<file path="config.mk">
export PLATFORM = sky130hd
export DESIGN_NAME = linked_queue_append_remove
export DESIGN_NICKNAME = d
export VERILOG_FILES = /design/src/lqar_pkg.sv /design/src/lqar_link_ram.sv /design/src/linked_queue_append_remove.sv
export SDC_FILE = /design/constraint.sdc
export NUM_CORES = 1
export LEC_CHECK = 0
export BUFFER_PORTS_ARGS = -buffer_cell sky130_fd_sc_hd__clkbuf_2
export CAP_MARGIN = 20
export CORE_MARGIN = 3
export CORE_UTILIZATION = 55
export CTS_CLUSTER_DIAMETER = 150
export DETAILED_ROUTE_END_ITERATION = 7
export PLACE_DENSITY = 0.77
export SETUP_SLACK_MARGIN = 0.15
export SLEW_MARGIN = 0
export SYNTH_ARGS = -nofsm -noshare
export SYNTH_HDL_FRONTEND = slang
export SYNTH_HIERARCHICAL = 1
export SYNTH_SLANG_ARGS = --single-unit
</file>
<file path="constraint.sdc">
create_clock -name aclk -period 4.2 [get_ports aclk]
set_input_delay 0.63 -clock aclk [delete_from_list [all_inputs] [get_ports aclk]]
set_output_delay 0.63 -clock aclk [all_outputs]
set_load 0.005 [all_outputs]
</file>
<file path="src/lqar_pkg.sv">
// Package for the linked queue block: sizes, link encoding, RAM write port type.
// No dependencies; imported by lqar_link_ram and linked_queue_append_remove.
package lqar_pkg;

    localparam int CAPACITY = 64;
    localparam int SLOT_W   = (CAPACITY > 1) ? $clog2(CAPACITY) : 1;
    localparam int LINK_W   = $clog2(CAPACITY) + 1;
    localparam int CNT_W    = $clog2(CAPACITY + 1);
    localparam int IDX_W    = 6;

    localparam logic [LINK_W-1:0] NULL_LINK = LINK_W'(CAPACITY);

    typedef struct packed {
        logic              we;
        logic [SLOT_W-1:0] addr;
        logic [LINK_W-1:0] data;
    } lqar_wr_t;

    function automatic logic slot_ok(input logic [LINK_W-1:0] s);
        return s < NULL_LINK;
    endfunction

endpackage

</file>
<file path="src/lqar_link_ram.sv">
// Next-link store: CAPACITY entries, one write port, one read port, registered read.
// Depends on lqar_pkg.
module lqar_link_ram
    import lqar_pkg::*;
(
    input  logic              aclk,
    input  lqar_wr_t          wr,
    input  logic [SLOT_W-1:0] rd_addr,
    output logic [LINK_W-1:0] rd_data
);

    logic [LINK_W-1:0] mem [CAPACITY];
    logic [LINK_W-1:0] rd_data_reg;

    always_ff @(posedge aclk) begin
        if (wr.we) begin
            mem[wr.addr] <= wr.data;
        end
        rd_data_reg <= mem[rd_addr];
    end

    assign rd_data = rd_data_reg;

endmodule

</file>
<file path="src/linked_queue_append_remove.sv">
// Linked queue with append at tail and remove of any element; head and tail in registers.
// Depends on lqar_pkg and lqar_link_ram.
//
//  channel | dir | ports                              | word
//  --------+-----+------------------------------------+----------------------------------
//  s_      | in  | s_tvalid s_tready s_tdata s_tuser  | func, element_index
//  m_      | out | m_tvalid m_tready m_tdata          | status, queue_empty, head_index
//
// One word at a time; s_tready is high only while the sequencer is idle.
// Append nulls the element's link, then links the old tail to it unless queue or tail is empty.
// Remove answers at once on an empty queue, unlinks the head on a head hit, else walks:
// the walk reads one link per cycle from the link RAM read port.
// Reset clears head and tail to null; the link RAM is not cleared.
// A new word is accepted while a result waits; the next result waits for m_tready.
module linked_queue_append_remove
    import lqar_pkg::*;
(
    input  logic       aclk,
    input  logic       aresetn,
    input  logic       s_tvalid,
    output logic       s_tready,
    input  logic [7:0] s_tdata,   // [5:0] element_index, [7:6] zero
    input  logic       s_tuser,   // [0] func
    output logic       m_tvalid,
    input  logic       m_tready,
    output logic [7:0] m_tdata    // [0] status, [1] queue_empty, [7:2] head_index
);

    localparam logic FUNC_APPEND = 1'b0;

    localparam logic [3:0] ST_IDLE  = 4'd0;
    localparam logic [3:0] ST_APP1  = 4'd1;
    localparam logic [3:0] ST_APP2  = 4'd2;
    localparam logic [3:0] ST_HREAD = 4'd3;
    localparam logic [3:0] ST_WALK  = 4'd4;
    localparam logic [3:0] ST_FIX   = 4'd5;
    localparam logic [3:0] ST_FIX2  = 4'd6;
    localparam logic [3:0] ST_RESP  = 4'd7;

    logic [3:0]        state_reg, state_next;
    logic [LINK_W-1:0] head_reg, head_next;
    logic [LINK_W-1:0] tail_reg, tail_next;
    logic [LINK_W-1:0] elem_reg, elem_next;
    logic [LINK_W-1:0] prev_reg, prev_next;
    logic [CNT_W-1:0]  steps_reg, steps_next;
    logic              status_reg, status_next;
    logic              m_tvalid_reg, m_tvalid_next;
    logic [7:0]        m_tdata_reg, m_tdata_next;

    lqar_wr_t          wr;
    logic [SLOT_W-1:0] rd_addr;
    logic [LINK_W-1:0] rd_data;

    logic [IDX_W-1:0]  s_elem;
    logic              s_elem_ok;
    logic [LINK_W-1:0] s_elem_link;
    logic              accept;
    logic              out_free;
    logic              head_empty;

    lqar_link_ram u_link_ram (
        .aclk    (aclk),
        .wr      (wr),
        .rd_addr (rd_addr),
        .rd_data (rd_data)
    );

    assign s_elem      = s_tdata[IDX_W-1:0];
    assign s_elem_ok   = 32'(s_elem) < CAPACITY;
    assign s_elem_link = LINK_W'(s_elem);
    assign s_tready    = (state_reg == ST_IDLE);
    assign accept      = s_tvalid && s_tready;
    assign out_free    = !m_tvalid_reg || m_tready;
    assign head_empty  = !slot_ok(head_reg);

    always_comb begin
        state_next    = state_reg;
        head_next     = head_reg;
        tail_next     = tail_reg;
        elem_next     = elem_reg;
        prev_next     = prev_reg;
        steps_next    = steps_reg;
        status_next   = status_reg;
        m_tvalid_next = m_tvalid_reg;
        m_tdata_next  = m_tdata_reg;
        wr            = '0;
        rd_addr       = SLOT_W'(head_reg);

        if (m_tvalid_reg && m_tready) begin
            m_tvalid_next = 1'b0;
        end

        case (state_reg)
            ST_IDLE: begin
                if (accept) begin
                    elem_next  = s_elem_link;
                    prev_next  = head_reg;
                    steps_next = '0;
                    if (!s_elem_ok) begin
                        status_next = 1'b1;
                        state_next  = ST_RESP;
                    end else if (s_tuser == FUNC_APPEND) begin
                        status_next = 1'b0;
                        state_next  = ST_APP1;
                    end else if (head_empty) begin
                        status_next = 1'b1;
                        state_next  = ST_RESP;
                    end else if (head_reg == s_elem_link) begin
                        rd_addr    = SLOT_W'(s_elem);
                        state_next = ST_HREAD;
                    end else begin
                        rd_addr    = SLOT_W'(head_reg);
                        state_next = ST_WALK;
                    end
                end
            end
            ST_APP1: begin
                wr.we   = 1'b1;
                wr.addr = SLOT_W'(elem_reg);
                wr.data = NULL_LINK;
                if (head_empty) begin
                    head_next  = elem_reg;
                    tail_next  = elem_reg;
                    state_next = ST_RESP;
                end else if (slot_ok(tail_reg)) begin
                    state_next = ST_APP2;
                end else begin
                    tail_next  = elem_reg;
                    state_next = ST_RESP;
                end
            end
            ST_APP2: begin
                wr.we      = 1'b1;
                wr.addr    = SLOT_W'(tail_reg);
                wr.data    = elem_reg;
                tail_next  = elem_reg;
                state_next = ST_RESP;
            end
            ST_HREAD: begin
                head_next = rd_data;
                if (tail_reg == elem_reg) begin
                    tail_next = NULL_LINK;
                end
                wr.we       = 1'b1;
                wr.addr     = SLOT_W'(elem_reg);
                wr.data     = NULL_LINK;
                status_next = 1'b0;
                state_next  = ST_RESP;
            end
            ST_WALK: begin
                // rd_data is the link of prev_reg, i.e. the current slot
                if (steps_reg == CNT_W'(CAPACITY) || !slot_ok(rd_data)) begin
                    status_next = 1'b1;
                    state_next  = ST_RESP;
                end else if (rd_data == elem_reg) begin
                    rd_addr    = SLOT_W'(rd_data);
                    state_next = ST_FIX;
                end else begin
                    rd_addr    = SLOT_W'(rd_data);
                    prev_next  = rd_data;
                    steps_next = steps_reg + 1'b1;
                end
            end
            ST_FIX: begin
                wr.we   = 1'b1;
                wr.addr = SLOT_W'(prev_reg);
                wr.data = rd_data;
                if (tail_reg == elem_reg) begin
                    tail_next = prev_reg;
                end
                state_next = ST_FIX2;
            end
            ST_FIX2: begin
                wr.we       = 1'b1;
                wr.addr     = SLOT_W'(elem_reg);
                wr.data     = NULL_LINK;
                status_next = 1'b0;
                state_next  = ST_RESP;
            end
            ST_RESP: begin
                if (out_free) begin
                    m_tvalid_next = 1'b1;
                    m_tdata_next  = {head_empty ? IDX_W'(0) : IDX_W'(head_reg),
                                     head_empty, status_reg};
                    state_next    = ST_IDLE;
                end
            end
            default: begin
                state_next = ST_IDLE;
            end
        endcase
    end

    always_ff @(posedge aclk) begin
        if (!aresetn) begin
            state_reg    <= ST_IDLE;
            head_reg     <= NULL_LINK;
            tail_reg     <= NULL_LINK;
            m_tvalid_reg <= 1'b0;
        end else begin
            state_reg    <= state_next;
            head_reg     <= head_next;
            tail_reg     <= tail_next;
            m_tvalid_reg <= m_tvalid_next;
        end
    end

    always_ff @(posedge aclk) begin
        elem_reg    <= elem_next;
        prev_reg    <= prev_next;
        steps_reg   <= steps_next;
        status_reg  <= status_next;
        m_tdata_reg <= m_tdata_next;
    end

    assign m_tvalid = m_tvalid_reg;
    assign m_tdata  = m_tdata_reg;

    a_accept_leaves_idle: assert property (@(posedge aclk) disable iff (!aresetn)
        accept |=> state_reg != ST_IDLE)
        else $error("word accepted but sequencer stayed idle");

    a_no_write_in_walk: assert property (@(posedge aclk) disable iff (!aresetn)
        state_reg == ST_WALK |-> !wr.we)
        else $error("link RAM written during walk");

    a_steps_bound: assert property (@(posedge aclk) disable iff (!aresetn)
        state_reg == ST_WALK |-> steps_reg <= CNT_W'(CAPACITY))
        else $error("walk step count past capacity");

    a_empty_head_zero: assert property (@(posedge aclk) disable iff (!aresetn)
        (m_tvalid && m_tdata[1]) |-> m_tdata[7:2] == 6'd0)
        else $error("empty queue reported with nonzero head");

    a_result_only_from_resp: assert property (@(posedge aclk) disable iff (!aresetn)
        ($past(aresetn) && $rose(m_tvalid)) |-> $past(state_reg) == ST_RESP)
        else $error("result raised outside response state");

endmodule
</file>
### Word-level counts from Yosys, hierarchy flattened

Memory sizes are Yosys's and may differ from the RTL's. A register that Yosys moved wholly into a read port is not among the register bits.
Index checks and enable logic that the tools add are counted.

* register bits: 48
* bits in latches: 0
* memory bits (writable): 448
* ROM bits: 0
* bits of input ports: 13
* memories: 1

Memories
* u_link_ram.mem: depth 64, width 7, read ports 1, clocked after memory_dff 1, wr ports 1, line lqar_link_ram.sv:12 `logic [LINK_W-1:0] mem [CAPACITY];`

* add/sub/neg operators: 1
* multiply operators: 0
* div/mod/pow operators: 0
* order comparisons: 3
* eq/ne operators: 22
* shifts and indexed selects: 0
* mux-type cells: 42
* bitwise gates (word level): 0
* reductions and logical operators: 22

Operators with widths (count)
* $mux 7: 11
* $pmux 14 s3: 1
* $pmux 7 s2: 3
* $mux 6: 5
* $pmux 7 s4: 1
* $pmux 4 s6: 1
* $eq 7x6->1: 3
* $lt 7x7->1 const B: 3
* $eq 4x3->1 const B: 4
* $mux 4: 4
* $mux 3: 5
* $ne 2x2->1 const B: 7
* $pmux 6 s2: 1
* $reduce_and 4->1: 3
* $mux 1: 9
* $ne 3x3->1 const B: 3
* $eq 4x2->1 const B: 2
* $add 7x1->7 const B: 1
* $eq 7x7->1 const B: 1
* $reduce_and 2->1: 3
* $reduce_or 3->1: 2
* $eq 4x1->1 const B: 1
* $logic_not 4->1: 1
* $reduce_bool 2->1: 2
* other kinds (9): 13

### Longest topological paths before layout

* depth in word-level cells: 6
* gate-level depth with buffers: 14

### Hierarchy

Netlist, hierarchy kept.

Modules (own cells, without submodules)
* lqar_link_ram: times used 1, cells an instance 827, area an instance 17635.7 µm², seq. area each 13593.0 µm²
* linked_queue_append_remove: times used 1, cells an instance 319, area an instance 2922.8 µm², seq. area each 1231.2 µm²

### Worst setup path after synthesis

No wires, ideal clock.

* path kind: input to register
* start point: input s_tdata[0]
* end point: register u_link_ram.rd_data_reg[0] (netlist: u_link_ram/rd_data[0]), read port of u_link_ram.mem
* library setup time: 116 ps
* arrival time: 2963 ps
* required time: 4084 ps
* slack: 1121 ps
* stages: 11
* buffers on the path: 2
* cell sequence: xor2_1 -> nor4_2 -> and2_1 -> a21o_1 -> o211a_1 -> buf_6 -> buf_2 -> mux4_2 -> a22oi_1 -> a41oi_1 -> a41o_1

* word-level cells in the longest chain between the ends: 6

RTL lines
* start: declaration: line linked_queue_append_remove.sv:22 `input logic [7:0] s_tdata,`
* $eq 7x6->1: line linked_queue_append_remove.sv:108 `end else if (head_reg == s_elem_link) begin`
* $mux 6 (*): line linked_queue_append_remove.sv:108
* $mux 6 (*): line linked_queue_append_remove.sv:105 `end else if (head_empty) begin`
* $mux 6 (*): line linked_queue_append_remove.sv:102 `end else if (s_tuser == FUNC_APPEND) begin`
* $mux 6 (*): line linked_queue_append_remove.sv:95 `if (accept) begin`
* $pmux 6 s2 (*): line linked_queue_append_remove.sv:93 `case (state_reg)`
* net rd_addr[0]: line linked_queue_append_remove.sv:51 `logic [SLOT_W-1:0] rd_addr;`
* end: declaration: line lqar_link_ram.sv:13 `logic [LINK_W-1:0] rd_data_reg;`

The timed path passes the listed nets; every way through them passes the cells marked *.
A chain may end at the register's enable or synchronous reset.

### Worst setup path after layout

* start point: register steps_reg[0]
* end point: register u_link_ram.rd_data_reg[5] (netlist: u_link_ram/rd_data[5]), read port of u_link_ram.mem

* word-level cells in the longest chain between the ends: 4

RTL lines
* start: declaration: line linked_queue_append_remove.sv:45 `logic [CNT_W-1:0] steps_reg, steps_next;`
* start signal: assignment: line linked_queue_append_remove.sv:211 `steps_reg <= steps_next;`
* $eq 7x7->1: line linked_queue_append_remove.sv:152 `if (steps_reg == CNT_W'(CAPACITY) || !slot_ok(rd_data)) begin`
* $logic_or 1x1->1: line linked_queue_append_remove.sv:152
* $mux 6: line linked_queue_append_remove.sv:152
* $pmux 6 s2: line linked_queue_append_remove.sv:93
* net rd_addr[2]: line linked_queue_append_remove.sv:51

The timed path passes the listed nets, and every way through them passes these cells.

==> impl_metrics.env <==
export IMPL_cts_resized=0
export IMPL_drc=0
export IMPL_syn_area_per_cell_um2=17.94
export IMPL_cts_root_buf="clkbuf_16"
export IMPL_tritoncts="done"
export IMPL_fmax_mhz=266.5
export IMPL_synthTopCellsByArea="edfxtp_1 (70%), mux4_2 (12%), dfxtp_1 (2.4%)"
export IMPL_num_rows=70
export IMPL_slew_headroom_pct=38.65
export IMPL_worst_r2r_setup_slack_ns=0.45
export IMPL_gp_congestion=0.8701
export IMPL_yosysMostFrequentCell="edfxtp_1"
export IMPL_clk_latency_ns=0.56
export IMPL_hpwl_mm=27.72
export IMPL_hold_start="s_tdata[1]"
export IMPL_netlist_area_mm2=0.02056
export IMPL_tns_ns=0
export IMPL_p_total_mw=16.75
export IMPL_core_mm2=0.03670
export IMPL_place_area_mm2=0.02168
export IMPL_async_flop_share_pct=0
export IMPL_cap_viol_max_count=0
export IMPL_seqPwrFrac_pct=40.6
export IMPL_routedWlPerCell_um=25.93
export IMPL_worst_pin_slew_ns=0.9202
export IMPL_holdPathEnd="elem_reg[1]"
export IMPL_area_growth_pct=13.37
export IMPL_dr_pass1_iters=6
export IMPL_pwr_share_comb_pct=33.7
export IMPL_p_int_mw=11.13
export IMPL_synth_edff_count=477
export IMPL_cts_path_max_buffers=3
export IMPL_outcome="complete, no violations"
export IMPL_grt_pass1_wl_mm=69.14
export IMPL_cts_sinks=502
export IMPL_setup_slack_ns=0.4482
export IMPL_syn_inst=1146
export IMPL_die_h_um=199.3
export IMPL_drive_gt1_share_pct=26.15
export IMPL_dieWidth_um=199.3
export IMPL_whs_ns=0.2854
export IMPL_final_max_slew_violation_count=0
export IMPL_fillCellCount=2371
export IMPL_wirelength_mm=45.34
export IMPL_rsz0062_at_grt="false"
export IMPL_hold_buffers=0
export IMPL_avgViaCountPerCell=6.404
export IMPL_power_density_mw_per_mm2=718.7
export IMPL_ir_worst_vdd_mv=0.4109
export IMPL_io_pins=23
export IMPL_reg2reg_to="u_link_ram/rd_data[5]"
export IMPL_die_area_mm2=0.03973
export IMPL_yosysWarningCount=6
export IMPL_p_leak_nw=7.607
export IMPL_synth_nets=1161
export IMPL_postCtsSetupBuffers=0
export IMPL_critPathArrivalTime_ns=4.21
export IMPL_reg2regPathDepth=12
export IMPL_crit_fanout=37
export IMPL_worstPathRequired_ns=4.65
export IMPL_grt_overflow=0
export IMPL_setup_worst_path_end_class="flip-flop"
export IMPL_worstSetupStartpointType="flip-flop"
export IMPL_grt_antenna_before_repair=0
export IMPL_final_area_mm2=0.02331
export IMPL_final_hold_viol_count=0
export IMPL_path_clk_slew_ns=0.06
export IMPL_period_share_pct=89.33
export IMPL_io_buffer_count=20
export IMPL_synth_seq_cells=502
export IMPL_cts_inserted_buffers=48
export IMPL_hold_path_class="in -> reg"
export IMPL_yosysSeqAreaShare_pct=72.11
export IMPL_start_util_pct=56.02
export IMPL_grt_max_degree=51
export IMPL_drtIter0Drc=1550
export IMPL_grt_pass1_vias=11190
export IMPL_p_switching_mw=5.619
export IMPL_synth_common_cells="edfxtp_1 (477), mux4_2 (112), nor2_1 (95)"
export IMPL_place_ws_ns=0.3836
export IMPL_period_needed_ns=3.752
export IMPL_antennaDiodeCount=0
export IMPL_htreeDepth=2
export IMPL_dpl_cell_count=1658
export IMPL_finalClockSkew_ns=0.01532
export IMPL_largest_reg_flops=448
export IMPL_grtUsageTotal_pct=23.48
export IMPL_ant_nets=0
export IMPL_r2r_start="steps_reg[0]"
export IMPL_p_sw_share_pct=33.54
export IMPL_hold_depth=1
export IMPL_worst_setup_path_type="reg -> reg"
export IMPL_final_core_util_pct=63.51
export IMPL_fin_cells=1749
export IMPL_synth_top_area_share_pct=69.67
export IMPL_synth_top_area_cell="edfxtp_1"
export IMPL_num_vias=11200
export IMPL_finalSetupViolations=0
export IMPL_synth_ff_type="edfxtp_1"
export IMPL_nNetsFinal=1256
export IMPL_synthDistinctLibCells=62
export IMPL_pwr_share_clk_pct=25.7
[critical path, cell delays in order (launching register included)]
cell	delay (ns)
edfxtp_1	0.43
inv_1	0.08
ha_1	0.15
nand4bb_1	0.15
o31ai_4	0.43
mux2_2	0.39
a22o_1	0.19
a22o_4	0.40
buf_12	0.27
nand3b_1	0.41
o221ai_1	0.32
a21oi_1	0.14
a32o_1	0.27
[layout by cell type (no fill, tap or decap), types with 5 or more instances in the layout]
master      Yosys  final
nand3_1        16     16
o21ai_1         7      7
a221oi_1        9      9
clkbuf_16       0     54
o22ai_1        12     12
a211oi_1        7      7
nand3b_1        5      5
nor2_1         95     95
o21a_1          7      7
clkinv_2        0      6
o221ai_1       10     10
inv_1          13     13
mux2_2          7      6
o31ai_1         8      8
xor2_1         17     17
nor2b_1        10     10
and2_1          8      8
a32o_2          0      6
nand2b_1       12     12
clkinvlp_4      0      5
clkbuf_1       32      9
clkinv_1        0      6
buf_4           6     89
o21ai_0        20     18
buf_12          0      6
clkbuf_2        0     20
mux2i_1        19     19
edfxtp_1      477    477
a21oi_1        25     25
xnor2_1         5      5
nor3_1         11     11
a22oi_1        17     17
nand2_1        54     54
a311oi_1        6      6
dfxtp_1        25     24
mux4_2        112    112
[cells by family (layout without fill, tap and decap cells)]
kind of cell / after synthesis / count (layout) / synth area share (%)
multiplexers: 138 / 138 / 13.58
AND/OR/NAND/NOR: 238 / 238 / 5.502
adder cells (fa/ha/maj): 2 / 2 / 0.1217
XOR/XNOR: 23 / 23 / 1.016
flip-flops: 502 / 502 / 72.11
buffers and inverters: 84 / 219 / 2.118
AO/OA/AOI/OAI: 159 / 159 / 5.557
[layer usage]
layer	share of wire (%)	vias to the layer above	wire (um)	GRT usage (%)
met4	4.0	0	1828	9.460
met5	0	-	0	0
met2	49	611	22160	37.77
met1	38	5660	17350	33.00
li1	-	4818	-	-
met3	8.8	112	4009	3.591
[power by group through the flow]
stage | sequential (mW) | clock [mW] | combinational [mW]
floorplan | 6.75 | 0 | 3.87
global placement | 6.86 | 0 | 5.43
detailed placement | 6.89 | 0 | 5.57
CTS | 6.79 | 4.37 | 5.64
global route | 6.83 | 4.56 | 6.03
finish | 6.79 | 4.30 | 5.65
[cell type report]
cell class | count | area [um2] | area share [%]
sequential | 502 | 14830 | 63.61
tap | 468 | 585.6 | 2.512
inverter | 13 | 48.80 | 0.2094
timing repair buffer | 116 | 893.4 | 3.833
multi-input combinational | 560 | 5343 | 22.92
clock inverter | 23 | 171.4 | 0.7354
clock buffer | 67 | 1440 | 6.179
[worst max-delay path by stage]
stage                 start                    end  slack (ns)  cells past startpoint
6_report       steps_reg[0]  u_link_ram/rd_data[5]        0.45                     12
3_5_place_dp     s_tdata[0]  u_link_ram/rd_data[0]        0.38                     11
3_3_place_gp     s_tdata[0]  u_link_ram/rd_data[0]        0.39                     11
5_1_grt        steps_reg[0]  u_link_ram/rd_data[5]        0.29                     12
2_1_floorplan    s_tdata[0]  u_link_ram/rd_data[0]        1.12                     11
4_1_cts        steps_reg[0]  u_link_ram/rd_data[5]        0.35                     11
Power figures use the tool's default switching activity.
